$ cat src/hdl/rwl_pkg.sv
// Package with the shared types, codes and sizes of the readers-writer lock arbiter.
package rwl_pkg;

  localparam int WAIT_DEPTH  = 16;
  localparam int ID_BITS     = 8;
  localparam int MAX_HOLDERS = 255;
  localparam int IDX_W       = $clog2(WAIT_DEPTH);
  localparam int CNT_W       = $clog2(WAIT_DEPTH + 1);
  localparam int HOLD_W      = 9;
  localparam int QUEUE_DEPTH = 4;
  localparam int QPTR_W      = $clog2(QUEUE_DEPTH);
  localparam int QCNT_W      = $clog2(QUEUE_DEPTH + 1);

  typedef enum logic [1:0] {
    CMD_RD_LOCK   = 2'd0,
    CMD_WR_LOCK   = 2'd1,
    CMD_RD_UNLOCK = 2'd2,
    CMD_WR_UNLOCK = 2'd3
  } cmd_t;

  typedef enum logic [2:0] {
    ST_GRANTED      = 3'd0,
    ST_QUEUED       = 3'd1,
    ST_RELEASED     = 3'd2,
    ST_QUEUE_FULL   = 3'd3,
    ST_NOT_HELD     = 3'd4,
    ST_READER_LIMIT = 3'd5
  } status_t;

  typedef enum logic [1:0] {
    B_IDLE,
    B_READ,
    B_EMIT
  } back_state_t;

  typedef struct packed {
    status_t                   status;
    logic signed [HOLD_W-1:0]  hc;
    logic                      own;
    logic [ID_BITS-1:0]        id;
    logic                      kind;
    logic                      wake_w;
    logic [IDX_W-1:0]          w_idx;
    logic [CNT_W-1:0]          nrd;
    logic [IDX_W-1:0]          r_top;
  } job_t;

  typedef struct packed {
    logic               r_en;
    logic [IDX_W-1:0]   r_addr;
    logic               w_en;
    logic [IDX_W-1:0]   w_addr;
    logic [ID_BITS-1:0] id;
  } stack_wr_t;

  typedef struct packed {
    logic             r_en;
    logic [IDX_W-1:0] r_addr;
    logic             w_en;
    logic [IDX_W-1:0] w_addr;
  } stack_rd_t;

endpackage

$ cat src/hdl/readers_writer_lock_arbiter_top.sv
// Top level of the writer-preferred readers-writer lock arbiter.
//
// Commands arrive on the input channel (in_valid, in_stall, command, requester_id);
// a beat is taken when in_valid is high and in_stall is low. Each command yields
// one or more result beats on the output channel (out_valid, out_stall and the
// grant fields), the final one marked by last. The front end updates the holder
// count and the two waiting stacks in the cycle it takes a beat and hands a job
// to a four-entry queue; the back end turns jobs into result beats.
// A command that wakes nobody gives its single result from its queue slot through
// the back end's result registers; the back end takes no new job until that result is taken.
// A command that wakes waiters gives one result per woken id, each one paced by
// the registered read of the stack memory; the input stalls until the last of those
// results is taken, so no push can overwrite a pending id.
// When out_stall is high the current result holds; the queue keeps taking
// commands until it fills. Reset empties the queue and both stacks and leaves
// the resource unlocked; no clearing pass is needed.
module readers_writer_lock_arbiter_top (
  input  logic                         clk,
  input  logic                         rst,
  input  logic                         in_valid,
  output logic                         in_stall,
  input  logic [1:0]                   command,
  input  logic [7:0]                   requester_id,
  output logic                         out_valid,
  input  logic                         out_stall,
  output logic                         grant_valid,
  output logic [7:0]                   granted_id,
  output logic                         grant_kind,
  output logic [2:0]                   status,
  output logic signed [8:0]            holder_count,
  output logic                         last
);
  import rwl_pkg::*;

  job_t               push_job, head_job;
  logic               q_push, q_pop, q_full, q_empty;
  stack_wr_t          stack_wr;
  stack_rd_t          stack_rd;
  logic [ID_BITS-1:0] r_data, w_data;
  logic               wake_done;

  rwl_front u_front (
    .clk          (clk),
    .rst          (rst),
    .in_valid     (in_valid),
    .in_stall     (in_stall),
    .command      (command),
    .requester_id (requester_id),
    .q_full       (q_full),
    .q_push       (q_push),
    .q_job        (push_job),
    .stack_wr     (stack_wr),
    .wake_done    (wake_done)
  );

  rwl_queue u_queue (
    .clk      (clk),
    .rst      (rst),
    .push     (q_push),
    .push_job (push_job),
    .full     (q_full),
    .pop      (q_pop),
    .head     (head_job),
    .empty    (q_empty)
  );

  rwl_ram #(.WIDTH(ID_BITS), .DEPTH(WAIT_DEPTH)) u_reader_stack (
    .clk     (clk),
    .wr_en   (stack_wr.r_en),
    .wr_addr (stack_wr.r_addr),
    .wr_data (stack_wr.id),
    .rd_en   (stack_rd.r_en),
    .rd_addr (stack_rd.r_addr),
    .rd_data (r_data)
  );

  rwl_ram #(.WIDTH(ID_BITS), .DEPTH(WAIT_DEPTH)) u_writer_stack (
    .clk     (clk),
    .wr_en   (stack_wr.w_en),
    .wr_addr (stack_wr.w_addr),
    .wr_data (stack_wr.id),
    .rd_en   (stack_rd.w_en),
    .rd_addr (stack_rd.w_addr),
    .rd_data (w_data)
  );

  rwl_back u_back (
    .clk          (clk),
    .rst          (rst),
    .q_empty      (q_empty),
    .q_job        (head_job),
    .q_pop        (q_pop),
    .stack_rd     (stack_rd),
    .r_data       (r_data),
    .w_data       (w_data),
    .wake_done    (wake_done),
    .out_valid    (out_valid),
    .out_stall    (out_stall),
    .grant_valid  (grant_valid),
    .granted_id   (granted_id),
    .grant_kind   (grant_kind),
    .status       (status),
    .holder_count (holder_count),
    .last         (last)
  );

endmodule

$ cat src/hdl/rwl_ram.sv
// Generic single-write, single-read RAM with registered read data.
module rwl_ram #(
  parameter int WIDTH = 8,
  parameter int DEPTH = 16
) (
  input  logic                     clk,
  input  logic                     wr_en,
  input  logic [$clog2(DEPTH)-1:0] wr_addr,
  input  logic [WIDTH-1:0]         wr_data,
  input  logic                     rd_en,
  input  logic [$clog2(DEPTH)-1:0] rd_addr,
  output logic [WIDTH-1:0]         rd_data
);

  logic [WIDTH-1:0] mem [DEPTH];

  always_ff @(posedge clk) begin
    if (wr_en) begin
      mem[wr_addr] <= wr_data;
    end
    if (rd_en) begin
      rd_data <= mem[rd_addr];
    end
  end

endmodule

$ cat src/hdl/rwl_front.sv
// Front end: accepts commands, updates the lock counts and issues jobs to the queue.
module rwl_front (
  input  logic                      clk,
  input  logic                      rst,
  input  logic                      in_valid,
  output logic                      in_stall,
  input  logic [1:0]                command,
  input  logic [rwl_pkg::ID_BITS-1:0] requester_id,
  input  logic                      q_full,
  output logic                      q_push,
  output rwl_pkg::job_t             q_job,
  output rwl_pkg::stack_wr_t        stack_wr,
  input  logic                      wake_done
);
  import rwl_pkg::*;

  localparam logic signed [HOLD_W:0] MAX_H = (HOLD_W + 1)'(MAX_HOLDERS);
  localparam logic [CNT_W-1:0]       FULL  = CNT_W'(WAIT_DEPTH);

  logic signed [HOLD_W-1:0] holders, h1, h2;
  logic [CNT_W-1:0]         ww, rw, ww1, rw1, ww2, rw2, nrd;
  logic                     pend;
  logic                     accept;
  logic                     own, kind, wake, push_r, push_w, wake_w;
  status_t                  st;
  logic signed [HOLD_W:0]   h_ext, room;

  assign in_stall = pend || q_full;
  assign accept   = in_valid && !in_stall;

  always_comb begin
    h1     = holders;
    ww1    = ww;
    rw1    = rw;
    st     = ST_GRANTED;
    own    = 1'b0;
    kind   = 1'b0;
    wake   = 1'b0;
    push_r = 1'b0;
    push_w = 1'b0;
    h_ext  = (HOLD_W + 1)'(holders);
    case (cmd_t'(command))
      CMD_RD_LOCK: begin
        if (ww == '0 && !holders[HOLD_W-1]) begin
          if (h_ext < MAX_H) begin
            h1  = holders + HOLD_W'(1);
            own = 1'b1;
          end else begin
            st = ST_READER_LIMIT;
          end
        end else if (rw == FULL) begin
          st = ST_QUEUE_FULL;
        end else begin
          push_r = 1'b1;
          rw1    = rw + CNT_W'(1);
          st     = ST_QUEUED;
          wake   = 1'b1;
        end
      end
      CMD_WR_LOCK: begin
        if (holders == '0) begin
          h1   = -HOLD_W'(1);
          own  = 1'b1;
          kind = 1'b1;
        end else if (ww == FULL) begin
          st = ST_QUEUE_FULL;
        end else begin
          push_w = 1'b1;
          ww1    = ww + CNT_W'(1);
          st     = ST_QUEUED;
          wake   = 1'b1;
        end
      end
      CMD_RD_UNLOCK: begin
        if (holders <= HOLD_W'(0)) begin
          st = ST_NOT_HELD;
        end else begin
          h1   = holders - HOLD_W'(1);
          st   = ST_RELEASED;
          wake = (holders == HOLD_W'(1));
        end
      end
      default: begin
        if (holders != -HOLD_W'(1)) begin
          st = ST_NOT_HELD;
        end else begin
          h1   = '0;
          st   = ST_RELEASED;
          wake = 1'b1;
        end
      end
    endcase
  end

  always_comb begin
    h2     = h1;
    ww2    = ww1;
    rw2    = rw1;
    wake_w = 1'b0;
    nrd    = '0;
    room   = MAX_H - (HOLD_W + 1)'(h1);
    if (wake && h1 != -HOLD_W'(1)) begin
      if (ww1 != '0) begin
        if (h1 == '0) begin
          wake_w = 1'b1;
          ww2    = ww1 - CNT_W'(1);
          h2     = -HOLD_W'(1);
        end
      end else begin
        if ((HOLD_W + 1)'(rw1) < room) begin
          nrd = rw1;
        end else begin
          nrd = room[CNT_W-1:0];
        end
        rw2 = rw1 - nrd;
        h2  = h1 + HOLD_W'(nrd);
      end
    end
  end

  always_comb begin
    q_push       = accept;
    q_job.status = st;
    q_job.hc     = h2;
    q_job.own    = own;
    q_job.id     = requester_id;
    q_job.kind   = kind;
    q_job.wake_w = wake_w;
    q_job.w_idx  = ww2[IDX_W-1:0];
    q_job.nrd    = nrd;
    q_job.r_top  = IDX_W'(rw1 - CNT_W'(1));
    stack_wr.r_en   = accept && push_r;
    stack_wr.r_addr = rw[IDX_W-1:0];
    stack_wr.w_en   = accept && push_w;
    stack_wr.w_addr = ww[IDX_W-1:0];
    stack_wr.id     = requester_id;
  end

  always_ff @(posedge clk) begin
    if (rst) begin
      holders <= '0;
      ww      <= '0;
      rw      <= '0;
      pend    <= 1'b0;
    end else begin
      if (accept) begin
        holders <= h2;
        ww      <= ww2;
        rw      <= rw2;
        pend    <= wake_w || (nrd != '0);
      end else if (wake_done) begin
        pend <= 1'b0;
      end
    end
  end

endmodule

$ cat src/hdl/rwl_queue.sv
// Short job queue between the front end and the back end.
module rwl_queue (
  input  logic          clk,
  input  logic          rst,
  input  logic          push,
  input  rwl_pkg::job_t push_job,
  output logic          full,
  input  logic          pop,
  output rwl_pkg::job_t head,
  output logic          empty
);
  import rwl_pkg::*;

  job_t              slots [QUEUE_DEPTH];
  logic [QPTR_W-1:0] wr_ptr, rd_ptr;
  logic [QCNT_W-1:0] count;

  assign full  = (count == QCNT_W'(QUEUE_DEPTH));
  assign empty = (count == '0);
  assign head  = slots[rd_ptr];

  always_ff @(posedge clk) begin
    if (push) begin
      slots[wr_ptr] <= push_job;
    end
  end

  always_ff @(posedge clk) begin
    if (rst) begin
      wr_ptr <= '0;
      rd_ptr <= '0;
      count  <= '0;
    end else begin
      if (push) begin
        wr_ptr <= wr_ptr + QPTR_W'(1);
      end
      if (pop) begin
        rd_ptr <= rd_ptr + QPTR_W'(1);
      end
      count <= count + QCNT_W'(push) - QCNT_W'(pop);
    end
  end

endmodule

$ cat src/hdl/rwl_back.sv
// Back end: turns each job into result beats, reading woken ids from the stacks.
module rwl_back (
  input  logic                           clk,
  input  logic                           rst,
  input  logic                           q_empty,
  input  rwl_pkg::job_t                  q_job,
  output logic                           q_pop,
  output rwl_pkg::stack_rd_t             stack_rd,
  input  logic [rwl_pkg::ID_BITS-1:0]    r_data,
  input  logic [rwl_pkg::ID_BITS-1:0]    w_data,
  output logic                           wake_done,
  output logic                           out_valid,
  input  logic                           out_stall,
  output logic                           grant_valid,
  output logic [rwl_pkg::ID_BITS-1:0]    granted_id,
  output logic                           grant_kind,
  output logic [2:0]                     status,
  output logic signed [rwl_pkg::HOLD_W-1:0] holder_count,
  output logic                           last
);
  import rwl_pkg::*;

  back_state_t      state, state_next;
  job_t             job;
  logic [CNT_W-1:0] remain;
  logic [IDX_W-1:0] r_addr;
  logic             first;
  logic             from_w;
  logic             has_read;
  logic             q_read;
  logic             emit_done;

  assign q_read    = q_job.wake_w || (q_job.nrd != '0);
  assign emit_done = (state == B_EMIT) && !out_stall;

  always_comb begin
    state_next = state;
    case (state)
      B_IDLE: begin
        if (!q_empty) begin
          state_next = q_read ? B_READ : B_EMIT;
        end
      end
      B_READ: begin
        state_next = B_EMIT;
      end
      B_EMIT: begin
        if (!out_stall) begin
          state_next = (remain != '0) ? B_READ : B_IDLE;
        end
      end
      default: begin
        state_next = B_IDLE;
      end
    endcase
  end

  always_comb begin
    q_pop           = (state == B_IDLE) && !q_empty;
    stack_rd.r_en   = 1'b0;
    stack_rd.r_addr = r_addr;
    stack_rd.w_en   = 1'b0;
    stack_rd.w_addr = q_job.w_idx;
    out_valid       = (state == B_EMIT);
    wake_done       = emit_done && (remain == '0) && has_read;
    if (q_pop) begin
      stack_rd.w_en   = q_job.wake_w;
      stack_rd.r_en   = !q_job.wake_w && (q_job.nrd != '0);
      stack_rd.r_addr = q_job.r_top;
    end else if (emit_done && remain != '0) begin
      stack_rd.r_en = 1'b1;
    end
  end

  always_ff @(posedge clk) begin
    if (rst) begin
      state <= B_IDLE;
    end else begin
      state <= state_next;
    end
  end

  always_ff @(posedge clk) begin
    if (q_pop) begin
      job      <= q_job;
      first    <= 1'b1;
      from_w   <= q_job.wake_w;
      has_read <= q_read;
      r_addr   <= q_job.r_top - IDX_W'(1);
      remain   <= (!q_job.wake_w && q_job.nrd != '0) ? q_job.nrd - CNT_W'(1) : '0;
      if (!q_read) begin
        grant_valid  <= q_job.own;
        granted_id   <= q_job.own ? q_job.id : '0;
        grant_kind   <= q_job.own ? q_job.kind : 1'b0;
        status       <= q_job.status;
        holder_count <= q_job.hc;
        last         <= 1'b1;
      end
    end else if (state == B_READ) begin
      first        <= 1'b0;
      grant_valid  <= 1'b1;
      granted_id   <= from_w ? w_data : r_data;
      grant_kind   <= from_w;
      status       <= first ? job.status : ST_GRANTED;
      holder_count <= job.hc;
      last         <= (remain == '0);
    end else if (emit_done && remain != '0) begin
      remain <= remain - CNT_W'(1);
      r_addr <= r_addr - IDX_W'(1);
    end
  end

endmodule

$ cat config.mk
export PLATFORM = sky130hd
export DESIGN_NAME = readers_writer_lock_arbiter_top
export DESIGN_NICKNAME = d
export VERILOG_FILES = /design/src/hdl/rwl_pkg.sv /design/src/hdl/readers_writer_lock_arbiter_top.sv /design/src/hdl/rwl_ram.sv /design/src/hdl/rwl_front.sv /design/src/hdl/rwl_queue.sv /design/src/hdl/rwl_back.sv
export SDC_FILE = /design/constraint.sdc
export NUM_CORES = 1
export LEC_CHECK = 0
export ABC_AREA = 0
export BUFFER_PORTS_ARGS = -buffer_cell sky130_fd_sc_hd__buf_2
export CORE_MARGIN = 3
export CORE_UTILIZATION = 45
export DETAILED_ROUTE_END_ITERATION = 6
export GPL_ROUTABILITY_DRIVEN = 0
export GPL_TIMING_DRIVEN = 0
export PLACE_DENSITY = 0.63
export SYNTH_ARGS = -nofsm -noshare
export SYNTH_HDL_FRONTEND = slang
export SYNTH_SLANG_ARGS = --single-unit
export TNS_END_PERCENT = 50
$ cat constraint.sdc
create_clock -name clk -period 18.7 [get_ports clk]
set_input_delay 0.935 -clock clk [delete_from_list [all_inputs] [get_ports clk]]
set_output_delay 0.935 -clock clk [all_outputs]
set_load 0.02 [all_outputs]
==> results.json, run 1 <==
{
  "cp_top_family": "compound AO/OA/AOI/OAI gates",
  "leakage_nw": 8.27,
  "die_h_um": 224,
  "htree_levels": 2,
  "tritoncts": "built",
  "vias": 12900,
  "status": "complete, no violations",
  "hp-start": "u_queue.wr_ptr[1]$_SDFFE_PP0P_",
  "synthDistinctLibCells": 76,
  "drv_slew": 0,
  "drt.antenna.violating_nets": 0,
  "ys_ff_latch": 494,
  "path_clk_slew_ps": 70,
  "post-cts-setup-buffer-count": 0,
  "max_stage_delay_ps": 710,
  "vias_per_cell": 5.75,
  "maxCapViolCount": 0,
  "ys_async_sr_fraction_pct": 0,
  "fp-row-count": 79,
  "cts_max_path_buffers": 3,
  "grt.total_usage_pct": 19.8,
  "grt_max_degree": 37,
  "rsz0062_at_grt": "false",
  "hold_path.class": "reg -> reg",
  "synth_top_cell_by_area": "edfxtp_1",
  "cts_sinks": 494,
  "hold_depth": 2,
  "insertion_delay_ps": 590,
  "drcViolationCount": 0,
  "vdd_drop_max_mv": 0.0922,
  "worst_path_most_repeated_cell": "ha_1",
  "die_w_um": 224,
  "hold_viol_final": 0,
  "wl_um": 49300,
  "r2r_slack_ps": 11510,
  "finalSetupViolCount": 0,
  "crit_type": "reg -> reg",
  "crit_arrival_ps": 7700,
  "placed_area_sq_um": 22500,
  "area_growth_pct": 12.6,
  "max_freq_mhz": 139,
  "numCtsBuffers": 50,
  "grt_pass1_vias": 12900,
  "holdWs_ps": 503,
  "core_area_sq_um": 46800,
  "io_buffers": 37,
  "dr.pass1.iters": 5,
  "relSlewSlack_pct": 9.86,
  "syn_nets": 1551,
  "power.density_nw_per_um2": 168,
  "period_share_pct": 38.4,
  "reg2regPathDepth": 26,
  "tightest_slew_ps": 1340,
  "dpl.hpwl_um": 32900,
  "drive_gt1_share_pct": 14.2,
  "synth_area_sq_um": 21400,
  "ys_warn_count": 0,
  "setup-tns-final_ps": 0,
  "crit_fanout": 9,
  "dieArea_sq_um": 50100,
  "cpMaxStageDelayCell": "o22ai_1",
  "finClkSkew_ps": 16.7,
  "fin_util_pct": 51.5,
  "reg2reg_from": "u_front.holders[5]$_SDFFE_PP0P_",
  "drtIter0Drc": 1201,
  "synth_top_area_share_pct": 64.9,
  "wl_per_cell_um": 21.9,
  "pin_count": 39,
  "yosysSeqAreaShare_pct": 67.9,
  "synth_cells": 1497,
  "start_util_pct": 45.7,
  "hold_buffers": 0,
  "syn_area_per_cell_sq_um": 14.3,
  "endpoint_kind": "register",
  "stdcell_area_sq_um": 24100,
  "antenna_found_initial": 0,
  "cts_resized": 0,
  "synth_edf_count": 462,
  "min_to": "u_queue.wr_ptr[1]$_SDFFE_PP0P_",
  "grt-ovfl-total": 0,
  "grt_pass1_wl_um": 76200,
  "ys.flop_type": "edfxtp_1",
  "period_needed_ps": 7190,
  "root_buffer": "clkbuf_16",
  "nNetsFinal": 1649,
  "netlist_top_cells_area": "edfxtp_1 65%, mux4_2 7.2%, nand2_1 4.4%",
  "required_ps": 19210,
  "reg2reg_to": "u_front.holders[8]$_SDFFE_PP0P_",
  "path_buf_inv": 2,
  "crit_path_start_kind": "register"
}
==> layer usage <==
layer  track usage [%]  vias up  wire length (um)
met1              27.8     6516             21500
met4              4.85        0               920
met3              3.17       71              3010
met2              32.8      438             23800
met5                 0        -                 0
li1                  -     5891                 -
==> worst max-delay path by stage <==
stage,start,endpoint,slack [ps],depth (start not counted)
floorplan,u_front.holders[3]$_SDFFE_PP0P_,u_queue.slots[0][31]$_DFFE_PP_,12840,25
global placement,u_front.holders[3]$_SDFFE_PP0P_,u_front.holders[8]$_SDFFE_PP0P_,11770,26
detailed placement,u_front.holders[5]$_SDFFE_PP0P_,u_front.holders[8]$_SDFFE_PP0P_,11670,26
CTS,u_front.holders[5]$_SDFFE_PP0P_,u_front.holders[8]$_SDFFE_PP0P_,11610,26
global route,u_front.holders[5]$_SDFFE_PP0P_,u_front.holders[8]$_SDFFE_PP0P_,11080,26
finish,u_front.holders[5]$_SDFFE_PP0P_,u_front.holders[8]$_SDFFE_PP0P_,11510,26
==> cells by family after synthesis <==
group / Yosys count / share of synthesized area, %
AOI/OAI and AO/OA: 212 / 6.62
xor gates and xnor gates: 29 / 1.19
adders and majority gates: 40 / 2.45
buffers and inverters: 126 / 2.26
DFF: 494 / 67.9
muxes: 108 / 9.11
and+or+nand+nor: 488 / 10.4
==> metrics by stage <==
| step | cells | worst slack (ps) | total power (W) |
|---|---|---|---|
| finish | 2245 | 11510 | 0.00403 |
| global route | 2244 | 11080 | 0.00426 |
| CTS | 2243 | 11610 | 0.00406 |
| detailed placement | 2149 | 11670 | 0.00308 |
| global placement | 2141 | 11770 | 0.00304 |
| floorplan | 1497 | 12840 | 0.00257 |
==> report_power, final <==
part / leakage [nW] / internal (W) / switching (W)
combinational: 2.99 / 0.000539 / 0.00102
sequential: 4.49 / 0.00145 / 0.0000551
clock: 0.792 / 0.000559 / 0.000411
total: 8.27 / 0.00255 / 0.00149
==> layout by cell type (no fill, tap or decap), types with 8 or more instances in the layout <==
| master | count |
|---|---|
| edfxtp_1 | 462 |
| nand2_1 | 250 |
| nor2_1 | 86 |
| mux4_2 | 68 |
| a21oi_1 | 66 |
| clkbuf_1 | 61 |
| clkbuf_16 | 51 |
| inv_1 | 46 |
| buf_2 | 45 |
| ha_1 | 37 |
| and3_1 | 36 |
| dfxtp_1 | 32 |
| mux2i_1 | 28 |
| a31oi_1 | 26 |
| o21ai_0 | 24 |
| nor3_1 | 22 |
| a311oi_1 | 20 |
| xnor2_1 | 19 |
| nand3_1 | 18 |
| clkinv_1 | 17 |
| buf_1 | 12 |
| mux2_2 | 11 |
| nand4_1 | 11 |
| a211oi_1 | 11 |
| clkinv_2 | 11 |
| xor2_1 | 10 |
| nand2b_1 | 9 |
| o21ai_1 | 9 |
| and2_1 | 8 |
| o22ai_1 | 8 |
| or3_1 | 8 |
==> registers in the layout, indices dropped and copies added (netlist names), 3 cells and up, named ones only <==
name	count
u_back.r_addr	4
u_queue.slots	144
u_back.granted_id	8
u_writer_stack.rd_data	8
u_queue.count	3
u_front.ww	5
u_writer_stack.mem	128
u_reader_stack.rd_data	8
u_front.holders	9
u_back.job	12
u_reader_stack.mem	128
u_front.rw	5
u_back.status	3
u_back.holder_count	9
u_back.remain	5
==> worst min-delay path, cell delays in order (launching register included) <==
cell and delay, ps:
dfxtp_1 340, nand2_1 60, a21oi_1 50
==> final cells by class <==
| class | instances | area (sq um) |
|---|---|---|
| Clock buffer | 59 | 1320 |
| Buffer | 74 | 288 |
| Inverter | 52 | 195 |
| Sequential cell | 494 | 14500 |
| Multi-Input combinational cell | 877 | 6400 |
| Clock inverter | 35 | 282 |
| Antenna cell | 1 | 2.50 |
| Fill cell | 3894 | 22700 |
| Tap cell | 607 | 759 |
| Timing Repair Buffer | 46 | 310 |
==> cell usage after synthesis (9+ instances only) <==
| library cell | count |
|---|---|
| buf_1 | 12 |
| a211oi_1 | 11 |
| o21ai_1 | 9 |
| nor3_1 | 23 |
| a21oi_1 | 66 |
| edfxtp_1 | 462 |
| nand2_1 | 250 |
| mux4_2 | 68 |
| nor2_1 | 87 |
| a31oi_1 | 26 |
| clkbuf_1 | 54 |
| xor2_1 | 10 |
| mux2i_1 | 28 |
| and3_1 | 40 |
| o21ai_0 | 24 |
| ha_1 | 37 |
| a311oi_1 | 20 |
| nand4_1 | 11 |
| dfxtp_1 | 32 |
| nand3_1 | 18 |
| inv_1 | 46 |
| xnor2_1 | 19 |
| nand2b_1 | 9 |
| mux2_2 | 11 |
(Power assumes the default switching activity.)
==> run 2: changes to the inputs <==
Settings changed: ABC_AREA 0 to 1.
Clock period 18.7 ns to 7.1 ns, I/O delays scaled along.
==> results.json, run 2 <==
{
  "clkPwrFrac_pct": 22.6,
  "finClkSkew_ps": 21.1,
  "yosysSeqAreaShare_pct": 66.5,
  "root_buffer": "clkbuf_16",
  "start_util_pct": 45.6,
  "synth_top_area_share_pct": 63.6,
  "max_stage_delay_ps": 800,
  "hold_path.class": "in -> reg",
  "maxCapViolCount": 0,
  "synth_top_cell_by_area": "edfxtp_1",
  "die_w_um": 226,
  "drcViolationCount": 0,
  "grt-ovfl-total": 0,
  "period_needed_ps": 6040,
  "tritoncts": "built",
  "setup-tns-final_ps": 0,
  "cts_sinks": 494,
  "status": "complete, no violations",
  "die_h_um": 226,
  "drtIter0Drc": 1611,
  "holdWs_ps": 90.4,
  "vdd_drop_max_mv": 0.231,
  "crit_type": "reg -> reg",
  "required_ps": 7400,
  "drv_slew": 0,
  "cp_top_family": "simple AND/OR/NAND/NOR gates",
  "diodes": 0,
  "hold_buffers": 0,
  "hold_viol_final": 0,
  "endpoint_kind": "register",
  "dpl.hpwl_um": 36600,
  "area_growth_pct": 12.4,
  "cpMaxStageDelayCell": "nor3b_1",
  "fill_cells": 4153,
  "path_buf_inv": 5,
  "most-common-layout-cells": "462 x edfxtp_1, 257 x nand2_1, 224 x nor2_1",
  "netlist_top_cells_area": "edfxtp_1 64%, o21ai_0 4.6%, nand2_1 4.4%",
  "vias": 14900,
  "final-seq-area_sq_um": 14500,
  "wl_per_cell_um": 20.6,
  "pin_count": 39,
  "largest_register_ffs": 144,
  "stdcell_area_sq_um": 24500,
  "grt_pass1_vias": 14400,
  "fp-row-count": 80,
  "crit_path_start_kind": "register",
  "rsz0062_at_grt": "false",
  "p_comb_share_pct": 42.2,
  "power_frac_seq_pct": 35.2,
  "io_buffers": 37,
  "swShare_pct": 41.3,
  "synth_cells": 1925,
  "drt.antenna.violating_nets": 0,
  "largest_registers": "u_queue.slots: 144 flops, u_reader_stack.mem: 128 flops, u_writer_stack.mem: 128 flops",
  "synth_common_cells": "462 x edfxtp_1, 257 x nand2_1, 228 x nor2_1",
  "syn_nets": 1979,
  "dr.pass1.iters": 6,
  "nNetsFinal": 2074,
  "placed_area_sq_um": 22900,
  "yosysMostFrequentCell": "edfxtp_1",
  "intPower_w": 0.00673,
  "numCtsBuffers": 51,
  "worst_path_most_repeated_cell": "nand2_1",
  "ys_async_sr_fraction_pct": 0,
  "stdcell_count": 2677,
  "placed_cells": 2582,
  "finalSetupViolCount": 0,
  "vias_per_cell": 5.57,
  "final_common_cell": "edfxtp_1",
  "post-cts-setup-buffer-count": 0,
  "crit_arrival_ps": 6340,
  "path_clk_slew_ps": 60,
  "drive_gt1_share_pct": 9.75,
  "insertion_delay_ps": 600,
  "multiInputGateArea_sq_um": 6260,
  "ys_ff_latch": 494,
  "relSlewSlack_pct": 16.1,
  "power.density_nw_per_um2": 467,
  "wl_um": 55000,
  "max_freq_mhz": 166,
  "synth_edf_count": 462,
  "cts_resized": 0,
  "regMostFlops": "u_queue.slots",
  "ys_warn_count": 0,
  "grt_pass1_wl_um": 84100,
  "core_area_sq_um": 47800,
  "grt_max_degree": 37,
  "crit_fanout": 8,
  "htree_levels": 2,
  "antenna_found_initial": 1,
  "tightest_slew_ps": 1250,
  "switchingPower_w": 0.00473,
  "cts_max_path_buffers": 3,
  "synthDistinctLibCells": 52,
  "ys.flop_type": "edfxtp_1",
  "synth_area_sq_um": 21800,
  "period_share_pct": 85.1,
  "dieArea_sq_um": 51200,
  "leakage_nw": 9.04,
  "syn_area_per_cell_sq_um": 11.3,
  "fin_util_pct": 51.3,
  "grt.total_usage_pct": 21.5
}
## run 2: cell types whose count changed after synthesis, moves of 16 or more
cell and change:
inv_1 +136, nor2_1 +141, a311oi_1 -20, a31oi_1 -26
clkbuf_1 +16, nand3_1 +48, mux4_2 -68, o22ai_1 +55
xnor2_1 -18, o211ai_1 +31, o21ai_0 +177, and3_1 -39
## run 2: final cells by class
| cell class | instances | area share [%] |
|---|---|---|
| repair buffers | 42 | 1.17 |
| inverters | 198 | 3.04 |
| clock inverters | 24 | 0.842 |
| well taps | 615 | 3.14 |
| flip-flops and latches | 494 | 59.2 |
| clock buffers | 71 | 5.72 |
| plain buffers | 85 | 1.40 |
| multi-input cells | 1148 | 25.5 |
## run 2: kinds of logic (layout without fill, tap and decap cells)
kind of cell | after synthesis | count (layout) | share of synthesized area [%]
fa+ha+maj | 40 | 40 | 2.40
flops | 494 | 494 | 66.5
compound gates | 440 | 440 | 11.6
mux | 17 | 17 | 0.780
xor+xnor | 22 | 22 | 0.883
simple gates | 629 | 629 | 12.9
buf+inv | 283 | 420 | 4.98
## run 2: per-stage QoR
| stage | total power, W | worst slack, ps |
|---|---|---|
| after floorplan | 0.00718 | 2490 |
| after global placement | 0.00872 | 1210 |
| after detailed placement | 0.00886 | 1110 |
| after CTS | 0.0115 | 1110 |
| after global routing | 0.0121 | 415 |
| final | 0.0115 | 1060 |
## run 2: routing by layer
metal | GRT usage [%] | up-vias | wire length [um]
li1 | - | 6992 | -
met1 | 29.9 | 7302 | 24100
met2 | 35.0 | 520 | 25900
met3 | 3.69 | 100 | 3760
met4 | 5.99 | 2 | 1310
met5 | 0 | - | 13
## run 2: path summary, 6_finish.rpt
kind | start | cells past startpoint | slack [ps] | endpoint
setup / recovery | u_front.ww[0]$_SDFFE_PP0P_ | 27 | 1060 | u_queue.slots[2][30]$_DFFE_PP_
hold reg to reg | u_queue.rd_ptr[1]$_SDFFE_PP0P_ | 2 | 470 | register
hold / removal | out_stall | 4 | 90 | u_back.state[0]$_SDFFE_PP0P_
setup reg to reg | u_front.ww[0]$_SDFFE_PP0P_ | 27 | 1060 | u_queue.slots[2][30]$_DFFE_PP_
## run 2: worst register-to-register path, stage by stage, from the launching register on
cell and delay (ps):
dfxtp_1 390, inv_1 140, ha_1 260, nand2_1 240, nor2_1 90, nand2_2 140, nand2_1 190, o21ai_0 200
nor3b_1 800, ha_1 370, nand2_1 70, inv_1 40, nand3_1 80, nor2_1 60, nand2_1 150, nand2_4 100
o21ai_1 320, ha_1 210, inv_1 60, fa_1 420, o21ai_0 310, nand2_1 80, nand2_1 70, nand3_1 80
inv_1 80, nand2_1 70, o21ai_0 560, inv_1 190
## run 2: power by group through the flow
stage	clock, W	combinational, W	sequential (W)
floorplan	0	0.00303	0.00414
global placement	0	0.00463	0.00409
detailed placement	0	0.00477	0.00409
CTS	0.00263	0.00479	0.00403
global route	0.00274	0.00530	0.00407
finish	0.00259	0.00484	0.00403
